--- config.mk ---
export PLATFORM = sky130hd
export DESIGN_NAME = deq_ctrl
export DESIGN_NICKNAME = d
export VERILOG_FILES = /design/src/deq_pkg.sv /design/src/deq_ctrl.sv
export SDC_FILE = /design/constraint.sdc
export NUM_CORES = 1
export LEC_CHECK = 0
export BUFFER_PORTS_ARGS = -buffer_cell sky130_fd_sc_hd__buf_2
export CAP_MARGIN = 0
export CORE_UTILIZATION = 40
export CTS_BUF_LIST = sky130_fd_sc_hd__clkbuf_2 sky130_fd_sc_hd__clkbuf_4 sky130_fd_sc_hd__clkbuf_8
export DETAILED_ROUTE_END_ITERATION = 12
export GPL_TIMING_DRIVEN = 1
export PLACE_DENSITY = 0.72
export REMOVE_ABC_BUFFERS = 1
export SLEW_MARGIN = 25
export SYNTH_ARGS = -nofsm -noshare
export SYNTH_HDL_FRONTEND = slang
export SYNTH_SLANG_ARGS = --single-unit
export TNS_END_PERCENT = 10
--- constraint.sdc ---
create_clock -name i_clk -period 1.9 [get_ports i_clk]
set_input_delay 0.475 -clock i_clk [delete_from_list [all_inputs] [get_ports i_clk]]
set_output_delay 0.475 -clock i_clk [all_outputs]
set_load 0.005 [all_outputs]
--- src/deq_pkg.sv ---
// ----------------------------------------------------------------------------
// deq_pkg
// Shared types, codes and defaults of the double-ended queue.
// ----------------------------------------------------------------------------
`default_nettype none

package deq_pkg;

    localparam int DEPTH_DEF      = 256;
    localparam int DATA_WIDTH_DEF = 32;
    localparam int OP_W           = 3;
    localparam int POS_W          = 8;
    localparam int STATUS_W       = 2;

    // Operation codes of an input word; the unused code is ignored.
    typedef enum logic [OP_W-1:0] {
        OP_PUSH_FRONT = 3'd0,
        OP_PUSH_BACK  = 3'd1,
        OP_POP_FRONT  = 3'd2,
        OP_POP_BACK   = 3'd3,
        OP_READ_AT    = 3'd4,
        OP_INSERT_AT  = 3'd5,
        OP_ERASE_AT   = 3'd6
    } t_op;

    // Result status codes.
    typedef enum logic [STATUS_W-1:0] {
        ST_OK    = 2'd0,
        ST_RANGE = 2'd1,
        ST_FULL  = 2'd2
    } t_status;

    // Controller states.
    typedef enum logic [2:0] {
        S_IDLE,
        S_EXEC,
        S_RD_WAIT,
        S_SHIFT_RD,
        S_SHIFT_WR,
        S_DONE
    } t_state;

    // Memory address selection, in logical positions.
    typedef enum logic [2:0] {
        A_FRONT,
        A_FRONT_NEW,
        A_BACK,
        A_LAST,
        A_POS,
        A_IDX,
        A_IDX_M1,
        A_IDX_P1
    } t_asel;

    typedef enum logic [0:0] {
        W_DATA,
        W_RDATA
    } t_wsrc;

    typedef enum logic [2:0] {
        IDX_HOLD,
        IDX_CNT,
        IDX_POS,
        IDX_INC,
        IDX_DEC
    } t_idx_op;

    typedef enum logic [1:0] {
        CNT_HOLD,
        CNT_INC,
        CNT_DEC
    } t_cnt_op;

    typedef enum logic [1:0] {
        HEAD_HOLD,
        HEAD_INC,
        HEAD_DEC
    } t_head_op;

    // Commands from controller to datapath.
    typedef struct packed {
        logic     load_item;
        logic     rd_en;
        logic     wr_en;
        t_asel    asel;
        t_wsrc    wsrc;
        t_idx_op  idx_op;
        t_cnt_op  cnt_op;
        t_head_op head_op;
        logic     res_load;
        t_status  res_status;
        logic     res_cap;
        logic     out_load;
    } t_dp_cmd;

    // Status from datapath to controller.
    typedef struct packed {
        t_op  op;
        logic empty;
        logic full;
        logic pos_ge_cnt;
        logic pos_gt_cnt;
        logic idx_gt_pos;
        logic idx_p1_lt_cnt;
        logic out_busy;
    } t_dp_stat;

endpackage

`default_nettype wire

--- src/deq_ctrl.sv ---
// ----------------------------------------------------------------------------
// deq_ctrl
// Deque controller: sequences end operations, reads and element shifts.
// ----------------------------------------------------------------------------
`default_nettype none

module deq_ctrl (
    input  wire logic              i_clk,
    input  wire logic              i_rst_n,
    input  wire logic              i_valid,
    input  wire deq_pkg::t_dp_stat i_stat,
    output deq_pkg::t_dp_cmd       o_cmd,
    output logic                   o_busy
);

    deq_pkg::t_state r_state, n_state;

    // Hold the state register.
    always_ff @(posedge i_clk) begin
        if (!i_rst_n) begin
            r_state <= deq_pkg::S_IDLE;
        end else begin
            r_state <= n_state;
        end
    end

    // Decide next state and datapath commands.
    always_comb begin
        n_state          = r_state;
        o_cmd            = '0;
        o_cmd.asel       = deq_pkg::A_FRONT;
        o_cmd.wsrc       = deq_pkg::W_DATA;
        o_cmd.idx_op     = deq_pkg::IDX_HOLD;
        o_cmd.cnt_op     = deq_pkg::CNT_HOLD;
        o_cmd.head_op    = deq_pkg::HEAD_HOLD;
        o_cmd.res_status = deq_pkg::ST_OK;

        unique case (r_state)
            deq_pkg::S_IDLE: begin
                if (i_valid) begin
                    o_cmd.load_item = 1'b1;
                    n_state         = deq_pkg::S_EXEC;
                end
            end

            deq_pkg::S_EXEC: begin
                o_cmd.res_load = 1'b1;
                n_state        = deq_pkg::S_DONE;
                unique case (i_stat.op)
                    deq_pkg::OP_PUSH_FRONT, deq_pkg::OP_PUSH_BACK: begin
                        if (i_stat.full) begin
                            o_cmd.res_status = deq_pkg::ST_FULL;
                        end else begin
                            o_cmd.wr_en  = 1'b1;
                            o_cmd.cnt_op = deq_pkg::CNT_INC;
                            if (i_stat.op == deq_pkg::OP_PUSH_FRONT) begin
                                o_cmd.asel    = deq_pkg::A_FRONT_NEW;
                                o_cmd.head_op = deq_pkg::HEAD_DEC;
                            end else begin
                                o_cmd.asel = deq_pkg::A_BACK;
                            end
                        end
                    end
                    deq_pkg::OP_POP_FRONT, deq_pkg::OP_POP_BACK: begin
                        if (i_stat.empty) begin
                            o_cmd.res_status = deq_pkg::ST_RANGE;
                        end else begin
                            o_cmd.rd_en = 1'b1;
                            o_cmd.asel  = (i_stat.op == deq_pkg::OP_POP_FRONT) ?
                                          deq_pkg::A_FRONT : deq_pkg::A_LAST;
                            n_state     = deq_pkg::S_RD_WAIT;
                        end
                    end
                    deq_pkg::OP_READ_AT, deq_pkg::OP_ERASE_AT: begin
                        if (i_stat.pos_ge_cnt) begin
                            o_cmd.res_status = deq_pkg::ST_RANGE;
                        end else begin
                            o_cmd.rd_en = 1'b1;
                            o_cmd.asel  = deq_pkg::A_POS;
                            n_state     = deq_pkg::S_RD_WAIT;
                        end
                    end
                    deq_pkg::OP_INSERT_AT: begin
                        // Range check comes before the full check.
                        if (i_stat.pos_gt_cnt) begin
                            o_cmd.res_status = deq_pkg::ST_RANGE;
                        end else if (i_stat.full) begin
                            o_cmd.res_status = deq_pkg::ST_FULL;
                        end else begin
                            o_cmd.idx_op = deq_pkg::IDX_CNT;
                            n_state      = deq_pkg::S_SHIFT_RD;
                        end
                    end
                    default: begin
                        // Unused op: report ok, change nothing.
                    end
                endcase
            end

            deq_pkg::S_RD_WAIT: begin
                o_cmd.res_cap = 1'b1;
                n_state       = deq_pkg::S_DONE;
                unique case (i_stat.op)
                    deq_pkg::OP_POP_FRONT: begin
                        o_cmd.head_op = deq_pkg::HEAD_INC;
                        o_cmd.cnt_op  = deq_pkg::CNT_DEC;
                    end
                    deq_pkg::OP_POP_BACK: begin
                        o_cmd.cnt_op = deq_pkg::CNT_DEC;
                    end
                    deq_pkg::OP_ERASE_AT: begin
                        o_cmd.idx_op = deq_pkg::IDX_POS;
                        n_state      = deq_pkg::S_SHIFT_RD;
                    end
                    default: begin
                    end
                endcase
            end

            deq_pkg::S_SHIFT_RD: begin
                if (i_stat.op == deq_pkg::OP_INSERT_AT) begin
                    if (i_stat.idx_gt_pos) begin
                        o_cmd.rd_en = 1'b1;
                        o_cmd.asel  = deq_pkg::A_IDX_M1;
                        n_state     = deq_pkg::S_SHIFT_WR;
                    end else begin
                        o_cmd.wr_en  = 1'b1;
                        o_cmd.asel   = deq_pkg::A_POS;
                        o_cmd.cnt_op = deq_pkg::CNT_INC;
                        n_state      = deq_pkg::S_DONE;
                    end
                end else begin
                    if (i_stat.idx_p1_lt_cnt) begin
                        o_cmd.rd_en = 1'b1;
                        o_cmd.asel  = deq_pkg::A_IDX_P1;
                        n_state     = deq_pkg::S_SHIFT_WR;
                    end else begin
                        o_cmd.cnt_op = deq_pkg::CNT_DEC;
                        n_state      = deq_pkg::S_DONE;
                    end
                end
            end

            deq_pkg::S_SHIFT_WR: begin
                // Move the word just read into the slot at the index.
                o_cmd.wr_en  = 1'b1;
                o_cmd.asel   = deq_pkg::A_IDX;
                o_cmd.wsrc   = deq_pkg::W_RDATA;
                o_cmd.idx_op = (i_stat.op == deq_pkg::OP_INSERT_AT) ?
                               deq_pkg::IDX_DEC : deq_pkg::IDX_INC;
                n_state      = deq_pkg::S_SHIFT_RD;
            end

            deq_pkg::S_DONE: begin
                if (!i_stat.out_busy) begin
                    o_cmd.out_load = 1'b1;
                    n_state        = deq_pkg::S_IDLE;
                end
            end

            default: begin
                n_state = deq_pkg::S_IDLE;
            end
        endcase
    end

    assign o_busy = (r_state != deq_pkg::S_IDLE);

endmodule

`default_nettype wire

==> results summary <==
The largest single stage delay on the critical path is 0.21 ns. In this run the count of I/O pins placed on the die edge is 33. The count of final hold-check violations was 0. The path class of the tightest hold or removal check is input pin to flop.

CTS built an H-tree with a depth of 1. The maximum count of clock buffers along a single path is 2. The CTS clock-pin slew for the worst setup and hold paths is 0.04 ns. Summing every instance area after synthesis gives 604 µm². The signal arrival time at the worst endpoint came out at 1.40 ns. The per-instance average area after synthesis came out at 6.57 µm². The signal on the critical path passes through buf_8 -> nand3b_1 -> buf_6 -> mux2i_4 -> o22ai_1 -> buf_2.

The standard-cell row count is 13. Net switching is 36.9% of the power. The number of slew-limit violations in the final report is 0. The number of global-route vias before repair is 649.

Setup repair after global routing could not meet its margin everywhere. The count of max-cap constraint violations is 0. The height of the chip is 40.9 µm. The global-route usage over all layers is 21.2%.

The number of different library cells in the post-synthesis netlist is 41. The fraction of power consumed by the clock network came out at 25.9%. The proportion of power drawn by flip-flops and latches came out at 16.7%. Fill cells in the final layout number 116. The chip width is 40.9 µm. The part of the total power dissipated in combinational logic came out at 57.4%. The first detailed-routing pass took 4 iterations.

The cell-internal power is 308 µW. The via count came out at 840. The number of CTS-inserted buffers is 3. The final clock period utilization by the worst path came out at 98.6%. The vias per cell came out at 5.53. The total buffers and inverters traversed by the critical path is 3. The number of buffers added to fix hold violations after cts came out at 0. The count of unresolved DRC violations after routing came out at 0. The initial detailed-routing violation count came out at 9. The final setup skew came out at 0.00185 ns. Summing the sequential cell areas from Yosys gives 9.94% of the chip area. The data required time at the worst endpoint is 1.42 ns. The core box area came out at 0.00135 mm².

The clock drives 3 sinks. The run finished with clean final reports. The count of warnings emitted by yosys came out at 0. The number of antenna violations at the first check in global routing was 0. The worst-margin pin slew is 0.263 ns. The worst vdd rail ir drop came out at 0.000388 V.

The floorplan step defined a die boundary enclosing 0.00167 mm². Along the worst path, the maximum fanout reaches 6. Setup violations remaining at the end of the flow were counted as 0. Total power for the finished layout comes to 489 µW. met2 is the most crowded layer.

Cells with a size suffix above 1 make up 48.9% of the layout. The slowest cell on the critical path is sky130_fd_sc_hd__nand3b_1. The number of nets with antenna violations after detailed routing is 0. The top achievable clock speed is 0.534 GHz. The met2 global-route usage came out at 42.6%. The HPWL after detailed placement is 1390 µm. The routing usage on met1 came out at 22.1%. The post-synthesis register bit count is 3. The area growth from synthesis to final layout came out at 58.8%. The register with the most flip-flops in the layout has 3 of them. The antenna cell count came out at 0. The initial standard-cell utilization of the core came out at 44.8%. After the last flow step, the layout net total stands at 151.

The switching power is 180 µW. The final core utilization is 71.1%. Among cell families on the critical path, the largest total delay comes from buffers and inverters. Entering global routing, the biggest net connects 12 pins. The aggregate global routing overflow is 0. The global-route wire length before repair is 2440 µm.

The static leakage came out at 0.000499 µW. The power density normalized to cell area came out at 509 mW/mm². Headroom to the max-slew limit came out at 82.4%. The wire length per cell is 12.5 µm.

The TritonCTS clock tree is done. At the end of routability-driven placement, the weighted congestion stood at 0.844. The library cell used most frequently in the layout, excluding fill and tap cells, is sky130_fd_sc_hd__buf_2. The global routing usage on met3 is 1.63%. The tree is rooted in a sky130_fd_sc_hd__clkbuf_4.

The largest registers in the layout are r_state: 3 flops. For flop-to-flop paths, the worst setup slack is 0.56 ns. The largest register by flop count is r_state. The critical path launch point type is an input pin. The category of the most critical setup path is input pin to output pin. STA classifies the critical path endpoint as an output pin. The later-pin clock latency in the skew report is 0.23 ns.

Synthesis produced a netlist whose cell count is 92. Counting I/O delays and the setup requirement, the final critical path takes 1.87 ns. In the layout the commonest cells are sky130_fd_sc_hd__buf_2 (30), sky130_fd_sc_hd__buf_4 (15), sky130_fd_sc_hd__nor2_1 (11). For this block, the routed nets add up to 1900 µm of wire. During placement, the flow inserted port buffers numbering 32.
-- synthesized netlist by cell type --
cell type	n	area, µm²
sky130_fd_sc_hd__a211oi_2	1	12.5
sky130_fd_sc_hd__o311a_1	1	10.0
sky130_fd_sc_hd__o22ai_1	2	12.5
sky130_fd_sc_hd__nand3_2	1	10.0
sky130_fd_sc_hd__inv_2	1	3.75
sky130_fd_sc_hd__o2111ai_1	1	8.76
sky130_fd_sc_hd__nor3_1	3	15.0
sky130_fd_sc_hd__dfxtp_1	3	60.1
sky130_fd_sc_hd__or3_1	2	12.5
sky130_fd_sc_hd__a21o_1	2	15.0
sky130_fd_sc_hd__a32oi_1	1	8.76
sky130_fd_sc_hd__nor3b_1	1	7.51
sky130_fd_sc_hd__a22oi_1	1	7.51
sky130_fd_sc_hd__o31a_1	1	8.76
sky130_fd_sc_hd__nand3_1	3	15.0
sky130_fd_sc_hd__o21bai_1	1	7.51
sky130_fd_sc_hd__nor3b_4	1	18.8
sky130_fd_sc_hd__o21ai_1	5	25.0
sky130_fd_sc_hd__and3_1	1	6.26
sky130_fd_sc_hd__nor2b_1	4	25.0
sky130_fd_sc_hd__inv_1	5	18.8
sky130_fd_sc_hd__nand2_1	5	18.8
sky130_fd_sc_hd__nor4bb_1	1	10.0
sky130_fd_sc_hd__nor4_1	1	6.26
sky130_fd_sc_hd__or3b_1	1	8.76
sky130_fd_sc_hd__nand2b_1	4	25.0
sky130_fd_sc_hd__nand3b_1	3	22.5
sky130_fd_sc_hd__buf_6	1	11.3
sky130_fd_sc_hd__and3b_1	1	8.76
sky130_fd_sc_hd__nor2_1	11	41.3
sky130_fd_sc_hd__o21ai_0	5	25.0
sky130_fd_sc_hd__buf_2	4	20.0
sky130_fd_sc_hd__a21oi_2	2	17.5
sky130_fd_sc_hd__or2b_1	1	7.51
sky130_fd_sc_hd__and4_1	1	8.76
sky130_fd_sc_hd__o31ai_1	1	7.51
sky130_fd_sc_hd__o21a_1	2	15.0
sky130_fd_sc_hd__mux2i_1	1	10.0
sky130_fd_sc_hd__clkbuf_1	2	7.51
sky130_fd_sc_hd__a21oi_1	3	15.0
sky130_fd_sc_hd__nand4b_1	1	8.76
-- power by group through the flow --
stage	clock [µW]	combinational, µW	sequential, µW
after floorplan	0	117	90.8
after global placement	0	250	78.8
after detailed placement	0	253	79.6
after CTS	134	259	79.2
after global routing	139	305	82.4
final	127	281	81.5
-- metal layers --
layer / part of all wire (%) / vias up / wire length, µm
met1: 46 / 395 / 866
met3: 3.0 / 0 / 57
li1: - / 425 / -
met5: 0 / - / 0
met2: 51 / 20 / 973
met4: 0 / 0 / 0
-- metrics by stage --
| step | area [µm²] | worst slack, ns | std cells | hold slack (ns) | TNS [ns] |
|---|---|---|---|---|---|
| floorplan | 566 | 0.143 | 85 | 0.593 | 0 |
| global placement | 857 | 0.0565 | 147 | 0.696 | 0 |
| CTS | 895 | -0.00414 | 151 | 0.453 | -0.00414 |
| detailed placement | 857 | -0.00443 | 147 | 0.700 | -0.00443 |
| global route | 960 | -0.0393 | 152 | 0.468 | -0.0415 |
| finish | 960 | 0.0261 | 152 | 0.464 | 0 |
-- cell families after synthesis --
| logic type | synth area share (%) |
|---|---|
| AOI/OAI and AO/OA | 32.5 |
| buffers and inverters | 10.1 |
| and+or+nand+nor | 45.8 |
| DFF | 9.94 |
| muxes | 1.66 |
-- final timing paths --
| kind | start | to | depth (start not counted) |
|---|---|---|---|
| hold reg to reg | r_state[0]$_SDFFE_PN0P_ | r_state[1]$_SDFFE_PN0P_ | 3 |
| setup reg to reg | r_state[1]$_SDFFE_PN0P_ | r_state[1]$_SDFFE_PN0P_ | 5 |
| setup / recovery | i_stat[8] | o_cmd[17] | 6 |
| hold / removal | i_rst_n | r_state[2]$_SDFFE_PN0P_ | 2 |
-- timing repair --
item | 4_1_cts | 5_1_grt
setup endpoints to repair | 3 | 10
buffers inserted | 0 | 1
resized for setup | 2 | 17
pin swaps | 0 | 4
-- area by class of cell --
cell class,count,area (µm²),share of cell area [%]
clock buffers,4,30.0,3.13
inverters,6,25.0,2.61
multi-input cells,76,522,54.4
flip-flops and latches,3,63.8,6.65
well taps,15,18.8,1.96
repair buffers,48,300,31.3
-- worst reg2reg max path: stages, from the launching register on --
cell                      delay, ns
sky130_fd_sc_hd__dfxtp_2       0.33
sky130_fd_sc_hd__buf_4         0.17
sky130_fd_sc_hd__or3_1         0.39
sky130_fd_sc_hd__o21a_1        0.21
sky130_fd_sc_hd__nand2_1       0.09
sky130_fd_sc_hd__a21oi_2       0.03
No activity file was read; power rests on OpenSTA's default activity.
